`config.mk`:
```
export PLATFORM = sky130hd
export DESIGN_NAME = sorted_daily_alarm_table_core
export DESIGN_NICKNAME = d
export VERILOG_FILES = /design/src/hw/rtl/sdat_pkg.sv /design/src/hw/rtl/sdat_ram.sv /design/src/hw/rtl/sorted_daily_alarm_table_core.sv
export SDC_FILE = /design/constraint.sdc
export NUM_CORES = 1
export LEC_CHECK = 0
export BUFFER_PORTS_ARGS = -buffer_cell sky130_fd_sc_hd__buf_2
export CAP_MARGIN = 5
export CORE_MARGIN = 2
export CORE_UTILIZATION = 50
export DETAILED_ROUTE_END_ITERATION = 8
export HOLD_SLACK_MARGIN = 0.12
export PLACE_DENSITY = 0.69
export SETUP_SLACK_MARGIN = 0.15
export SYNTH_ARGS = -nofsm -noshare
export SYNTH_HDL_FRONTEND = slang
export SYNTH_SLANG_ARGS = --single-unit
```
`constraint.sdc`:
```
create_clock -name clk -period 4 [get_ports clk]
set_clock_uncertainty 0.2 [all_clocks]
set_input_delay 0.4 -clock clk [delete_from_list [all_inputs] [get_ports clk]]
set_output_delay 0.4 -clock clk [all_outputs]
set_load 0.005 [all_outputs]
```
`src/hw/rtl/sdat_pkg.sv`:
```
// Shared types and constants for the sorted daily alarm table.
// Depends on nothing; imported by sdat_ram users and the core.
package sdat_pkg;

  localparam int MIN_W      = 11;
  localparam int KIND_W     = 16;
  localparam int AMOUNT_W   = 32;
  localparam int POS_W      = 4;
  localparam int USED_W     = 5;
  localparam int WARN_SPAN  = 2 * 60;
  localparam int DAY_MIN    = 24 * 60;

  typedef enum logic [1:0] {
    OP_INSERT = 2'd0,
    OP_DELETE = 2'd1,
    OP_QUERY  = 2'd2,
    OP_NOP    = 2'd3
  } op_t;

  typedef enum logic [1:0] {
    STATUS_OK    = 2'd0,
    STATUS_FULL  = 2'd1,
    STATUS_RANGE = 2'd2,
    STATUS_EMPTY = 2'd3
  } status_t;

  typedef enum logic [1:0] {
    FSM_IDLE,
    FSM_READ,
    FSM_EVAL,
    FSM_DONE
  } fsm_t;

  typedef struct packed {
    logic [MIN_W-1:0]    alarm;
    logic [MIN_W-1:0]    start_min;
    logic [MIN_W-1:0]    end_min;
    logic [KIND_W-1:0]   kind;
    logic [AMOUNT_W-1:0] amount;
  } entry_t;

  // End of warning window: alarm plus span, wrapped once past a day.
  function automatic logic [MIN_W-1:0] end_minute(input logic [MIN_W-1:0] am);
    logic [MIN_W:0] sum;
    logic [MIN_W:0] wrapped;
    sum     = {1'b0, am} + (MIN_W + 1)'(WARN_SPAN);
    wrapped = sum - (MIN_W + 1)'(DAY_MIN);
    if (sum > (MIN_W + 1)'(DAY_MIN)) begin
      return wrapped[MIN_W-1:0];
    end
    return sum[MIN_W-1:0];
  endfunction

endpackage

```
`src/hw/rtl/sdat_ram.sv`:
```
// Generic single-write, single-read RAM with registered read data.
// No dependencies.
module sdat_ram #(
  parameter int WIDTH = 8,
  parameter int DEPTH = 16
) (
  input  logic                                  clk,
  input  logic                                  we,
  input  logic [(DEPTH > 1 ? $clog2(DEPTH) : 1)-1:0] waddr,
  input  logic [WIDTH-1:0]                      wdata,
  input  logic [(DEPTH > 1 ? $clog2(DEPTH) : 1)-1:0] raddr,
  output logic [WIDTH-1:0]                      rdata
);

  logic [WIDTH-1:0] mem [DEPTH];
  logic [WIDTH-1:0] rdata_r;

  always_ff @(posedge clk) begin
    if (we) begin
      mem[waddr] <= wdata;
    end
    rdata_r <= mem[raddr];
  end

  assign rdata = rdata_r;

endmodule

```
`src/hw/rtl/sorted_daily_alarm_table_core.sv`:
```
// Top level of the sorted daily alarm table.
// Uses sdat_pkg and one sdat_ram instance for the entry store.

// The block keeps up to MAX_ALARMS daily alarms in ascending order of alarm
// minute and accepts one command beat when start is high and busy is low:
// insert (placed after every equal or earlier alarm), delete by position
// (gap closed), or query for the next alarm after now_minute. Every command
// produces exactly one result beat, shown for one cycle with out_valid high;
// the receiver cannot stall it, so capture it on that cycle. All entries sit
// in one RAM with a registered read port and one write port, and a single
// compare unit walks them, one entry per READ and EVAL pass: an insert moves
// the entries above its slot up one place from the top down, a delete moves
// the entries above the position down one place, and a query scans from the
// bottom until an alarm is later than now. Rejected commands and unknown ops
// skip the walk and go straight to the result beat. busy stays high until
// the cycle after the result beat. No clearing pass is needed after reset:
// data read from entries at or above the fill count is never used.
module sorted_daily_alarm_table_core
  import sdat_pkg::*;
#(
  parameter int MAX_ALARMS = 16
) (
  input  logic              clk,
  input  logic              rst_n,
  input  logic              start,
  output logic              busy,
  input  logic [1:0]        in_op,
  input  logic [10:0]       in_alarm_minute,
  input  logic [10:0]       in_start_minute,
  input  logic [15:0]       in_event_kind,
  input  logic [31:0]       in_amount_bits,
  input  logic [3:0]        in_position,
  input  logic [10:0]       in_now_minute,
  output logic              out_valid,
  output logic [1:0]        out_status,
  output logic [10:0]       out_next_minute,
  output logic              out_next_day,
  output logic [4:0]        out_entries_used
);

  localparam int IDX_W = (MAX_ALARMS > 1) ? $clog2(MAX_ALARMS) : 1;
  localparam int CNT_W = $clog2(MAX_ALARMS + 1);
  localparam int CMP_W = (CNT_W > POS_W) ? CNT_W : POS_W;
  localparam int ENT_W = $bits(entry_t);

  // Sequencer and datapath registers
  fsm_t              state_r, state_nxt;
  op_t               op_r, op_nxt;
  logic [MIN_W-1:0]  key_r, key_nxt;       // insert minute or now minute
  entry_t            new_r, new_nxt;       // entry being inserted
  logic [CNT_W-1:0]  cur_r, cur_nxt;       // walk cursor
  logic [CNT_W-1:0]  count_r, count_nxt;   // fill count
  status_t           status_r, status_nxt;
  logic [MIN_W-1:0]  minute_r, minute_nxt;
  logic              day_r, day_nxt;
  logic [MIN_W-1:0]  first_r, first_nxt;   // alarm of entry 0 seen by a query

  // RAM port
  logic              ram_we;
  logic [IDX_W-1:0]  ram_waddr;
  entry_t            ram_wdata;
  logic [IDX_W-1:0]  ram_raddr;
  logic [ENT_W-1:0]  ram_rdata;
  entry_t            rd_entry;

  logic              accept;
  op_t               in_op_e;
  logic              full, pos_bad, empty;
  logic              quick_done;
  logic              walk_end;
  logic              later;                // the shared compare unit
  logic [CNT_W-1:0]  cur_m1;
  logic [CMP_W-1:0]  pos_ext;

  sdat_ram #(
    .WIDTH (ENT_W),
    .DEPTH (MAX_ALARMS)
  ) u_store (
    .clk   (clk),
    .we    (ram_we),
    .waddr (ram_waddr),
    .wdata (ram_wdata),
    .raddr (ram_raddr),
    .rdata (ram_rdata)
  );

  assign rd_entry = entry_t'(ram_rdata);
  assign in_op_e  = op_t'(in_op);
  assign accept   = start && !busy;
  assign pos_ext  = CMP_W'(in_position);
  assign full     = (count_r == CNT_W'(MAX_ALARMS));
  assign pos_bad  = (pos_ext >= CMP_W'(count_r));
  assign empty    = (count_r == '0);
  assign cur_m1   = cur_r - 1'b1;
  assign later    = (rd_entry.alarm > key_r);

  // Commands that finish without touching the store
  always_comb begin
    case (in_op_e)
      OP_INSERT: quick_done = full;
      OP_DELETE: quick_done = pos_bad;
      OP_QUERY:  quick_done = empty;
      default:   quick_done = 1'b1;
    endcase
  end

  // Insert walks down to zero; delete and query walk up to the fill count
  assign walk_end = (op_r == OP_INSERT) ? (cur_r == '0) : (cur_r == count_r);

  // Next state
  always_comb begin
    state_nxt = state_r;
    case (state_r)
      FSM_IDLE: begin
        if (accept) begin
          state_nxt = quick_done ? FSM_DONE : FSM_READ;
        end
      end
      FSM_READ: begin
        state_nxt = walk_end ? FSM_DONE : FSM_EVAL;
      end
      FSM_EVAL: begin
        case (op_r)
          OP_INSERT: state_nxt = later ? FSM_READ : FSM_DONE;
          OP_DELETE: state_nxt = FSM_READ;
          OP_QUERY:  state_nxt = later ? FSM_DONE : FSM_READ;
          default:   state_nxt = FSM_DONE;
        endcase
      end
      FSM_DONE: state_nxt = FSM_IDLE;
      default:  state_nxt = FSM_IDLE;
    endcase
  end

  // Datapath and RAM control
  always_comb begin
    op_nxt     = op_r;
    key_nxt    = key_r;
    new_nxt    = new_r;
    cur_nxt    = cur_r;
    count_nxt  = count_r;
    status_nxt = status_r;
    minute_nxt = minute_r;
    day_nxt    = day_r;
    first_nxt  = first_r;
    ram_we     = 1'b0;
    ram_waddr  = cur_r[IDX_W-1:0];
    ram_wdata  = new_r;
    ram_raddr  = cur_r[IDX_W-1:0];
    case (state_r)
      FSM_IDLE: begin
        if (accept) begin
          op_nxt            = in_op_e;
          key_nxt           = (in_op_e == OP_INSERT) ? in_alarm_minute : in_now_minute;
          new_nxt.alarm     = in_alarm_minute;
          new_nxt.start_min = in_start_minute;
          new_nxt.end_min   = end_minute(in_alarm_minute);
          new_nxt.kind      = in_event_kind;
          new_nxt.amount    = in_amount_bits;
          minute_nxt        = '0;
          day_nxt           = 1'b0;
          status_nxt        = STATUS_OK;
          case (in_op_e)
            OP_INSERT: begin
              cur_nxt = count_r;
              if (full) status_nxt = STATUS_FULL;
            end
            OP_DELETE: begin
              cur_nxt = CNT_W'(pos_ext + 1'b1);
              if (pos_bad) status_nxt = STATUS_RANGE;
            end
            OP_QUERY: begin
              cur_nxt = '0;
              if (empty) status_nxt = STATUS_EMPTY;
            end
            default: cur_nxt = '0;
          endcase
        end
      end
      FSM_READ: begin
        case (op_r)
          OP_INSERT: begin
            ram_raddr = cur_m1[IDX_W-1:0];
            if (walk_end) begin
              // slot zero: every stored alarm was later
              ram_we    = 1'b1;
              ram_waddr = '0;
              count_nxt = count_r + 1'b1;
            end
          end
          OP_DELETE: begin
            if (walk_end) count_nxt = count_r - 1'b1;
          end
          OP_QUERY: begin
            if (walk_end) begin
              // wrap to tomorrow's first alarm
              minute_nxt = first_r;
              day_nxt    = 1'b1;
            end
          end
          default: ;
        endcase
      end
      FSM_EVAL: begin
        case (op_r)
          OP_INSERT: begin
            ram_we = 1'b1;
            if (later) begin
              // shift this entry up one place and keep walking down
              ram_wdata = rd_entry;
              cur_nxt   = cur_m1;
            end else begin
              count_nxt = count_r + 1'b1;
            end
          end
          OP_DELETE: begin
            ram_we    = 1'b1;
            ram_waddr = cur_m1[IDX_W-1:0];
            ram_wdata = rd_entry;
            cur_nxt   = cur_r + 1'b1;
          end
          OP_QUERY: begin
            if (cur_r == '0) first_nxt = rd_entry.alarm;
            if (later) begin
              minute_nxt = rd_entry.alarm;
            end else begin
              cur_nxt = cur_r + 1'b1;
            end
          end
          default: ;
        endcase
      end
      default: ;
    endcase
  end

  always_ff @(posedge clk) begin
    if (!rst_n) begin
      state_r  <= FSM_IDLE;
      count_r  <= '0;
      op_r     <= OP_NOP;
      cur_r    <= '0;
      status_r <= STATUS_OK;
    end else begin
      state_r  <= state_nxt;
      count_r  <= count_nxt;
      op_r     <= op_nxt;
      cur_r    <= cur_nxt;
      status_r <= status_nxt;
    end
  end

  // Payload registers need no reset
  always_ff @(posedge clk) begin
    key_r    <= key_nxt;
    new_r    <= new_nxt;
    minute_r <= minute_nxt;
    day_r    <= day_nxt;
    first_r  <= first_nxt;
  end

  // Result beat is shown during the done cycle only
  assign busy             = (state_r != FSM_IDLE);
  assign out_valid        = (state_r == FSM_DONE);
  assign out_status       = status_r;
  assign out_next_minute  = minute_r;
  assign out_next_day     = day_r;
  assign out_entries_used = USED_W'(count_r);

  // Fill count never passes the table size
  a_count_bound: assert property (@(posedge clk) disable iff (!rst_n)
    count_r <= CNT_W'(MAX_ALARMS))
    else $error("fill count beyond table size");

  // Insert into a full table is answered at once with a full status
  a_full_reject: assert property (@(posedge clk) disable iff (!rst_n)
    (accept && in_op_e == OP_INSERT && full)
      |=> (out_valid && out_status == STATUS_FULL && out_entries_used == $past(out_entries_used)))
    else $error("full insert not rejected");

  // Result strobe lasts one cycle and is followed by ready
  a_one_beat: assert property (@(posedge clk) disable iff (!rst_n)
    out_valid |=> (!out_valid && !busy))
    else $error("result beat longer than one cycle");

  // A wrap-around answer only comes from a non-empty table
  a_day_ok: assert property (@(posedge clk) disable iff (!rst_n)
    (out_valid && out_next_day) |-> (out_status == STATUS_OK && out_entries_used != '0))
    else $error("next-day answer without entries");

endmodule

```
## Yosys cells after proc, flatten, opt, wreduce, memory -nomap -nowiden

Memories as Yosys holds them, arrays and structs flattened. A register that Yosys moved wholly into a read port is not among the register bits.
Index checks and enable logic that the tools add are counted.

- Flip-flop bits (word level): 131
- Bits in writable memories: 1296
- Input port bits: 90
- Output and inout bits: 21
- Logic and storage cells: 122
- Memories: 1

Memories:

| name | words | bits a word | rd ports | clocked after memory_dff | wr ports | line | source |
|---|---|---|---|---|---|---|---|
| u_store.mem | 16 | 81 | 1 | 1 | 1 | sdat_ram.sv:15 | `logic [WIDTH-1:0] mem [DEPTH];` |

- Add/subtract/negate cells: 7
- Magnitude comparators: 3
- Equal/unequal tests: 22
- Muxes and demuxes: 56
- Reductions and logical operators: 19

Operator list:

| kind | count |
|---|---|
| $mux 81 | 2 |
| $pmux 81 s2 | 1 |
| $mux 11 | 8 |
| $pmux 5 s2 | 4 |
| $mux 5 | 7 |
| $pmux 11 s3 | 1 |
| $mux 4 | 5 |
| $ne 3x3->1 const B | 5 |
| $pmux 5 s3 | 1 |
| $mux 1 | 14 |
| $ne 2x2->1 const B | 7 |
| $add 11x7->12 const B | 1 |
| $gt 12x11->1 const B | 1 |
| $mux 2 | 6 |
| $pmux 2 s3 | 2 |
| $reduce_and 6->1 | 2 |
| $gt 11x11->1 | 1 |
| $sub 11x11->11 const B | 1 |
| $add 5x1->5 const B | 2 |
| $logic_not 5->1 | 2 |
| $sub 5x1->5 const B | 2 |
| $eq 2x2->1 const B | 4 |
| $pmux 2 s4 | 1 |
| $pmux 4 s2 | 1 |
| 18 further kinds | 26 |

## Depth between registers and ports, before layout

Gate-level depths: netlist of the first run.

- Depth after elaboration: 7
- Depth in mapped cells: 9
- Mapped depth without buffers: 8

## By module

From an unflattened synthesis of the first run, not the netlist that was laid out.

- Cell total of the unflattened synthesis: 2638
- Area total of the unflattened synthesis: 56853.3 um^2

Modules (own cells, without submodules):

| module | times used | cells an instance | area an instance (um^2) | seq. area each (um^2) |
|---|---|---|---|---|
| sdat_ram | 1 | 2078 | 50053.0 | 40538.9 |
| sorted_daily_alarm_table_core | 1 | 560 | 6800.3 | 3683.5 |

## Least setup slack after synthesis of the first run

Ideal clock, no wire load.

- Path kind: reg-to-reg
- Start: reg cur_r[0]
- End: mem u_store.mem[0][70] (netlist name), enable pin
- Library setup time: 0.378 ns
- Data arrival time: 2.440 ns
- Slack: 0.982 ns
- Stages on the path, launching flop included: 9
- Cells stage by stage: dfxtp_1 inv_2 ha_1 or4b_4 o21ai_4 o2bb2ai_1 or2_2 or2_1 nor2_1

- Longest elaborated chain between the ends: 7

RTL lines:

| item | line | source |
|---|---|---|
| from (decl) | sorted_daily_alarm_table_core.sv:51 | `logic [CNT_W-1:0] cur_r, cur_nxt;` |
| from (signal assigned) | sorted_daily_alarm_table_core.sv:248 | `cur_r <= cur_nxt;` |
| $eq 5x5->1 / $logic_not 5->1 (equally long branches) | sorted_daily_alarm_table_core.sv:108 | `assign walk_end = (op_r == OP_INSERT) ? (cur_r == '0) : (cur_r == count_r);` |
| $mux 1 | sorted_daily_alarm_table_core.sv:108 |  |
| $mux 1 | sorted_daily_alarm_table_core.sv:184 | `if (walk_end) begin` |
| $mux 1 | sorted_daily_alarm_table_core.sv:181 | `case (op_r)` |
| $pmux 1 s2 | sorted_daily_alarm_table_core.sv:150 | `case (state_r)` |
| $mux 1 | sdat_ram.sv:19 | `if (we) begin` |
| $mux 1 (implied by the code) | sdat_ram.sv:20 | `mem[waddr] <= wdata;` |
| to (decl) | sdat_ram.sv:15 |  |

Several ways; a longest one is shown, not always the timed one.

==> results of run 1 <==
## per-stage QoR
step	std cells	hold slack, ns	total power, mW	worst slack (ns)	instance area, µm²
after floorplan	670	0.2305	5.368	0.9820	10770
after global placement	1001	0.2485	6.007	0.8251	11470
after detailed placement	1001	0.2546	6.110	0.8010	11470
after CTS	1074	0.2221	8.465	0.7530	12560
after global routing	1074	0.2733	8.833	0.6234	12560
final	1074	0.2576	8.413	0.7336	12560
## area by class of cell
type                            instances  area [µm²]  area share, %
Clock inverter                         13       121.4         0.9659
Tap cell                              275       344.1          2.738
Clock buffer                           34       711.9          5.666
Multi-Input combinational cell        361        3307          26.32
Timing Repair Buffer                  111       783.3          6.234
Sequential cell                       248        7177          57.12
Inverter                               32       120.1         0.9560
## flip-flops by register name, summed over array words and instances (netlist names)
signal,cells
out_next_minute,11
op_r,2
out_next_day,1
new_r,11
key_r,11
out_entries_used,5
u_store.rdata,11
cur_r,5
state_r,2
out_status,2
first_r,11
u_store.mem,176
## logic make-up (layout without fill, tap and decap cells)
logic type	Yosys count	count (layout)	share of synthesized area, %
flip-flops	248	248	66.64
AND/OR/NAND/NOR	148	148	6.320
AO/OA/AOI/OAI	98	98	6.320
XOR/XNOR	14	14	1.313
buffers and inverters	61	190	2.834
adder cells (fa/ha/maj)	29	29	3.369
multiplexers	72	72	13.21
## layout by cell type, fill, tap and decap left out, types with 3 or more instances in the layout
master and count:
edfxtp_1 221, nand2_1 67, mux4_2 55, buf_2 51, nor2_1 34, buf_4 33, inv_1 30, ha_1 29
clkbuf_16 27, dfxtp_1 27, dlygate4sd3_1 26, o21ai_0 25, a21oi_1 14, a21boi_0 11, mux2_2 11, xor2_1 9
nand3_1 7, nor3_1 7, or3_1 6, a21o_1 6, mux2i_1 6, clkbuf_1 6, clkinv_2 6, clkinv_1 5
o211ai_1 5, nand2b_1 5, a211oi_1 5, nand4_1 4, o22ai_1 4, o211a_1 4, and3_1 3, xnor2_1 3
a41oi_1 3
## worst max-delay path by stage
stage | slack [ns] | endpoint | depth (start not counted) | start
2_1_floorplan | 0.98 | u_store.mem[0][70] | 8 | cur_r[0]
3_3_place_gp | 0.83 | u_store.mem[9][79] | 8 | key_r[2]
3_5_place_dp | 0.80 | u_store.mem[8][79] | 8 | key_r[2]
4_1_cts | 0.75 | u_store.mem[14][79] | 8 | key_r[2]
5_1_grt | 0.62 | u_store.mem[14][79] | 8 | key_r[2]
6_report | 0.73 | u_store.mem[5][79] | 8 | key_r[2]
## worst max-delay path, delay by kind of cell (launching register included)
family,cells,cell delay [ns]
AND/OR/NAND/NOR,1,0.45
buffers and inverters,2,0.35
flip-flops,1,0.37
AO/OA/AOI/OAI,4,1.36
adder cells (fa/ha/maj),1,0.27
## layer usage
metal	share of wire [%]	vias to the layer above
li1	-	2815
met1	45	3082
met2	48	191
met3	4.5	31
met4	1.9	0
met5	0	-
## power by group through the flow
stage | Combinational [mW] | Sequential (mW) | Clock, mW
2_1_floorplan | 1.93 | 3.44 | 0
3_5_place_dp | 2.61 | 3.50 | 0
6_report | 2.65 | 3.45 | 2.32
4_1_cts | 2.65 | 3.45 | 2.36
5_1_grt | 2.90 | 3.48 | 2.45
3_3_place_gp | 2.52 | 3.49 | 0
==> run metrics, run 1 <==
status=finished, final reports clean; post-cts sizing count=0; per-cell routed wire length=19.99 µm; remaining antenna violation count=0; mapped cell area=0.01077 mm²; Synthesized Nets=789; Final #Nets=899; Initial Utilization=51.07%; sequential share of power=41.0%; FFs w/ async S/R, synth=0%; Fmax achieved=306.1 MHz; TritonCTS Sinks=248; die width=150.8 µm; met2 usage=32.05%; met3 GRT Util=2.606%; sequential fraction of the synthesis area=66.64%; Crit Path Max Fanout=16; # IOs=111; Vias/cell=5.697; DR DRC count=0; Util after Layout=59.58%; critical hold path startpoint=in_op[0]; Worst-path clk slew=0.06 ns; Tmin final=3.266 ns; final count of pins violating max slew=0; Post-synth top cells=221 x edfxtp_1, 67 x nand2_1, 55 x mux4_2; antenna violations before repair=0; Post-CTS Setup Bufs=0; final hold vios=0; combinational share of power=31.5%; Gate Count Post-Synth=670; GR Overflow Total=0; Pre-antenna DRT Iters=5; area delta synth->final=16.66%; H-tree depth=1; Worst-Skew Late Latency=0.51 ns; IO Port Bufs=51; Critical Path AT=3.31 ns; core area=0.02109 mm²; CP max-delay cell=a31oi_1; DR iter-0 viols=546; Fill cells=1550; CP endpoint kind=flop; Hold Path Class=input pin to flop; Crit path top cell by count=a21oi_1; WHS Endpoint=out_status[1]; Synth area leader=edfxtp_1; most frequent cell after synthesis=edfxtp_1; top_reg_cell synth=edfxtp_1; Clock power frac=27.5%; GPL Wtd Cong=0.8894; final worst path period share=81.66%; die height=150.8 µm; Core Rows=53; pwr dens=669.6 mW/mm²; post-detail-place hpwl=14420 µm; CTS tree=done; Critical Path RT=4.05 ns; Max rail drop VDD=0.3908 mV; internal power=5.807 mW; EDFF count, synth=221; worst hold stages=4; Avg Inst Size Synth=16.08 µm²; global-route wire length before repair=33910 µm; Max Buffers Root-to-Sink=3; Synth area leaders=edfxtp_1 62%, mux4_2 12%, dfxtp_1 5.0%; startpoint types=flop; Tightest Pin Transition=1.012 ns; Global Route Usage Sum=19.36%; post-cts hold buffer count=26; Switching Fraction=30.98%; peak per-stage delay on the critical path=0.74 ns; Netlist cell types=60; DR vias=6119; r2r setup slk=0.73 ns; MaxCap Viol Count=0; Slew HR=32.26%; grt met1 use=27.41%; synthesized flop and latch total=248; Setup-failing EPs final=0; reg2reg end=u_store.mem[5][79]; Final TNS setup=0 ns; r2r startpoint=key_r[2]; Static Leak=4.518 nW; layout cells sized above 1=25.16%; WS Path Type=flop to flop; CP cell instances=inv_1 > ha_1 > a21oi_1 > a21oi_1 > or3_1 > a31oi_1 > o21ai_0 > buf_4; Net Switching=2.607 mW; post-synth top area share=61.62%; layer with the highest usage=met2; RSZ-0062 raised after global routing=no; routed wire length=21470 µm; ant diodes=0; largest net degree at the start of global routing=45; worst-case reg-to-reg path depth=8; CTS buffer count=26; DIE AREA=0.02273 mm²; vias in the first global route=6274; YS warnings=0; Root Buffer=clkbuf_16
(Power assumes the default switching activity.)
==> run 2: changes to the inputs <==
==> constraint.sdc (replaced) <==
create_clock -name clk -period 3.3 [get_ports clk]
set_clock_uncertainty 0.2 [all_clocks]
set_input_delay 0.33 -clock clk [delete_from_list [all_inputs] [get_ports clk]]
set_output_delay 0.33 -clock clk [all_outputs]
set_load 0.005 [all_outputs]
==> run metrics, run 2 (synthesis gave the netlist of run 1 again) <==
startpoint types=flop; post-detail-place hpwl=14570 µm; die height=150.8 µm; pwr dens=828.2 mW/mm²; status=finished, final reports clean; placed insts=1010; antenna violations before repair=0; IO Port Bufs=51; commonest non-fill, non-tap cells in the layout=221 x edfxtp_1, 67 x nand2_1, 55 x mux4_2; fin area=0.01274 mm²; DR DRC count=0; area delta synth->final=18.32%; Worst-Skew Late Latency=0.52 ns; Root Buffer=clkbuf_16; final worst path period share=93.07%; Max rail drop VDD=0.3833 mV; final hold vios=0; Critical Path AT=3.08 ns; Final TNS setup=0 ns; core area=0.02109 mm²; r2r setup slk=0.23 ns; Crit Path Max Fanout=11; Pre-antenna DRT Iters=6; DR vias=6222; GPL Wtd Cong=0.9164; DP Area=0.01155 mm²; commonest non-fill, non-tap cell in the layout=edfxtp_1; layout cells sized above 1=26.58%; largest net degree at the start of global routing=45; vias in the first global route=6313; CTS tree=done; Tightest Pin Transition=0.9801 ns; global-route wire length before repair=34530 µm; Final #Nets=909; WS Path Type=flop to flop; Vias/cell=5.740; Max Buffers Root-to-Sink=3; Core Rows=53; Worst-path clk slew=0.06 ns; ant diodes=0; Critical Path RT=3.31 ns; Biggest register=u_store.mem; Static Leak=4.607 nW; Slew HR=34.34%; Hold Path Class=input pin to flop; Setup-failing EPs final=0; Largest register FFs=176; non-filler instance count after layout=1084; CP endpoint kind=flop; GR Overflow Total=0; Global Route Usage Sum=19.73%; Tmin final=3.071 ns; DR iter-0 viols=552; Fmax achieved=325.6 MHz; Initial Utilization=51.07%; # IOs=111; final count of pins violating max slew=0; MaxCap Viol Count=0; CTS buffer count=26; routed wire length=21950 µm; remaining antenna violation count=0; per-cell routed wire length=20.25 µm; H-tree depth=1; DIE AREA=0.02273 mm²; RSZ-0062 raised after global routing=no; TritonCTS Sinks=248; die width=150.8 µm
==> run 2: cell count changes in the layout (fill, tap and decap cells not counted), moves of 2 or more <==
cell / change
buf_4: +7
clkbuf_1: -2
clkinv_1: -3
clkinv_4: +2
bufinv_16: +3
clkinvlp_4: +2
==> run 2: critical path, cell delays in order (launching register included) <==
cell and delay [ns]:
dfxtp_1 0.41, inv_1 0.15, ha_1 0.16, or4b_4 0.50
o21ai_4 0.22, o2bb2ai_1 0.14, or2_2 0.32, or2_1 0.29
nor2_1 0.14, buf_4 0.23
==> run 2: per-stage QoR <==
stage / utilization (%) / total power, mW / hold WS (ns) / setup WS, ns
after floorplan: - / 6.507 / 0.2289 / 0.2820
after global placement: 54.78 / 7.352 / 0.2497 / 0.3231
final: 60.43 / 10.55 / 0.1786 / 0.2288
after CTS: 60.40 / 10.61 / 0.1507 / 0.2491
after detailed placement: 54.78 / 7.478 / 0.2511 / 0.2759
after global routing: 60.43 / 11.07 / 0.2015 / 0.1426
==> run 2: final timing paths <==
| path | cells after the start | end | start |
|---|---|---|---|
| hold reg to reg | 0 | first_r[3] | u_store.rdata[73] |
| setup reg to reg | 9 | u_store.mem[8][70] | cur_r[1] |
| hold / removal | 4 | out_status[1] | in_op[0] |
| setup / recovery | 9 | u_store.mem[8][70] | cur_r[1] |
==> run 2: where the power goes <==
group	internal (mW)	leakage, nW	switching (mW)
clock	1.91	0.445	1.16
combinational	1.47	1.93	1.87
sequential	3.96	2.23	0.189
==> run 2: area by class of cell <==
type | count | area (µm²)
Multi-Input combinational cell | 361 | 3307
Timing Repair Buffer | 121 | 877.1
Sequential cell | 248 | 7177
Tap cell | 275 | 344.1
Clock buffer | 32 | 704.4
Inverter | 32 | 122.6
Clock inverter | 15 | 211.5
Fill cell | 1540 | 8344
==> run 2: routing by layer <==
metal	wire, µm	vias to the layer above	part of all wire (%)	GRT usage [%]
met5	0	-	0	0
met4	437	0	2.0	4.626
met3	1153	42	5.3	3.000
met2	10830	209	49	33.41
met1	9527	3130	43	27.20
li1	-	2841	-	-
==> run 2: repair_timing <==
item	4_1_cts	5_1_grt
gates resized for setup	0	2
buffers inserted	0	0
endpoints found under the setup margin	0	20
endpoints found under the hold margin	36	0
hold buffers	27	0
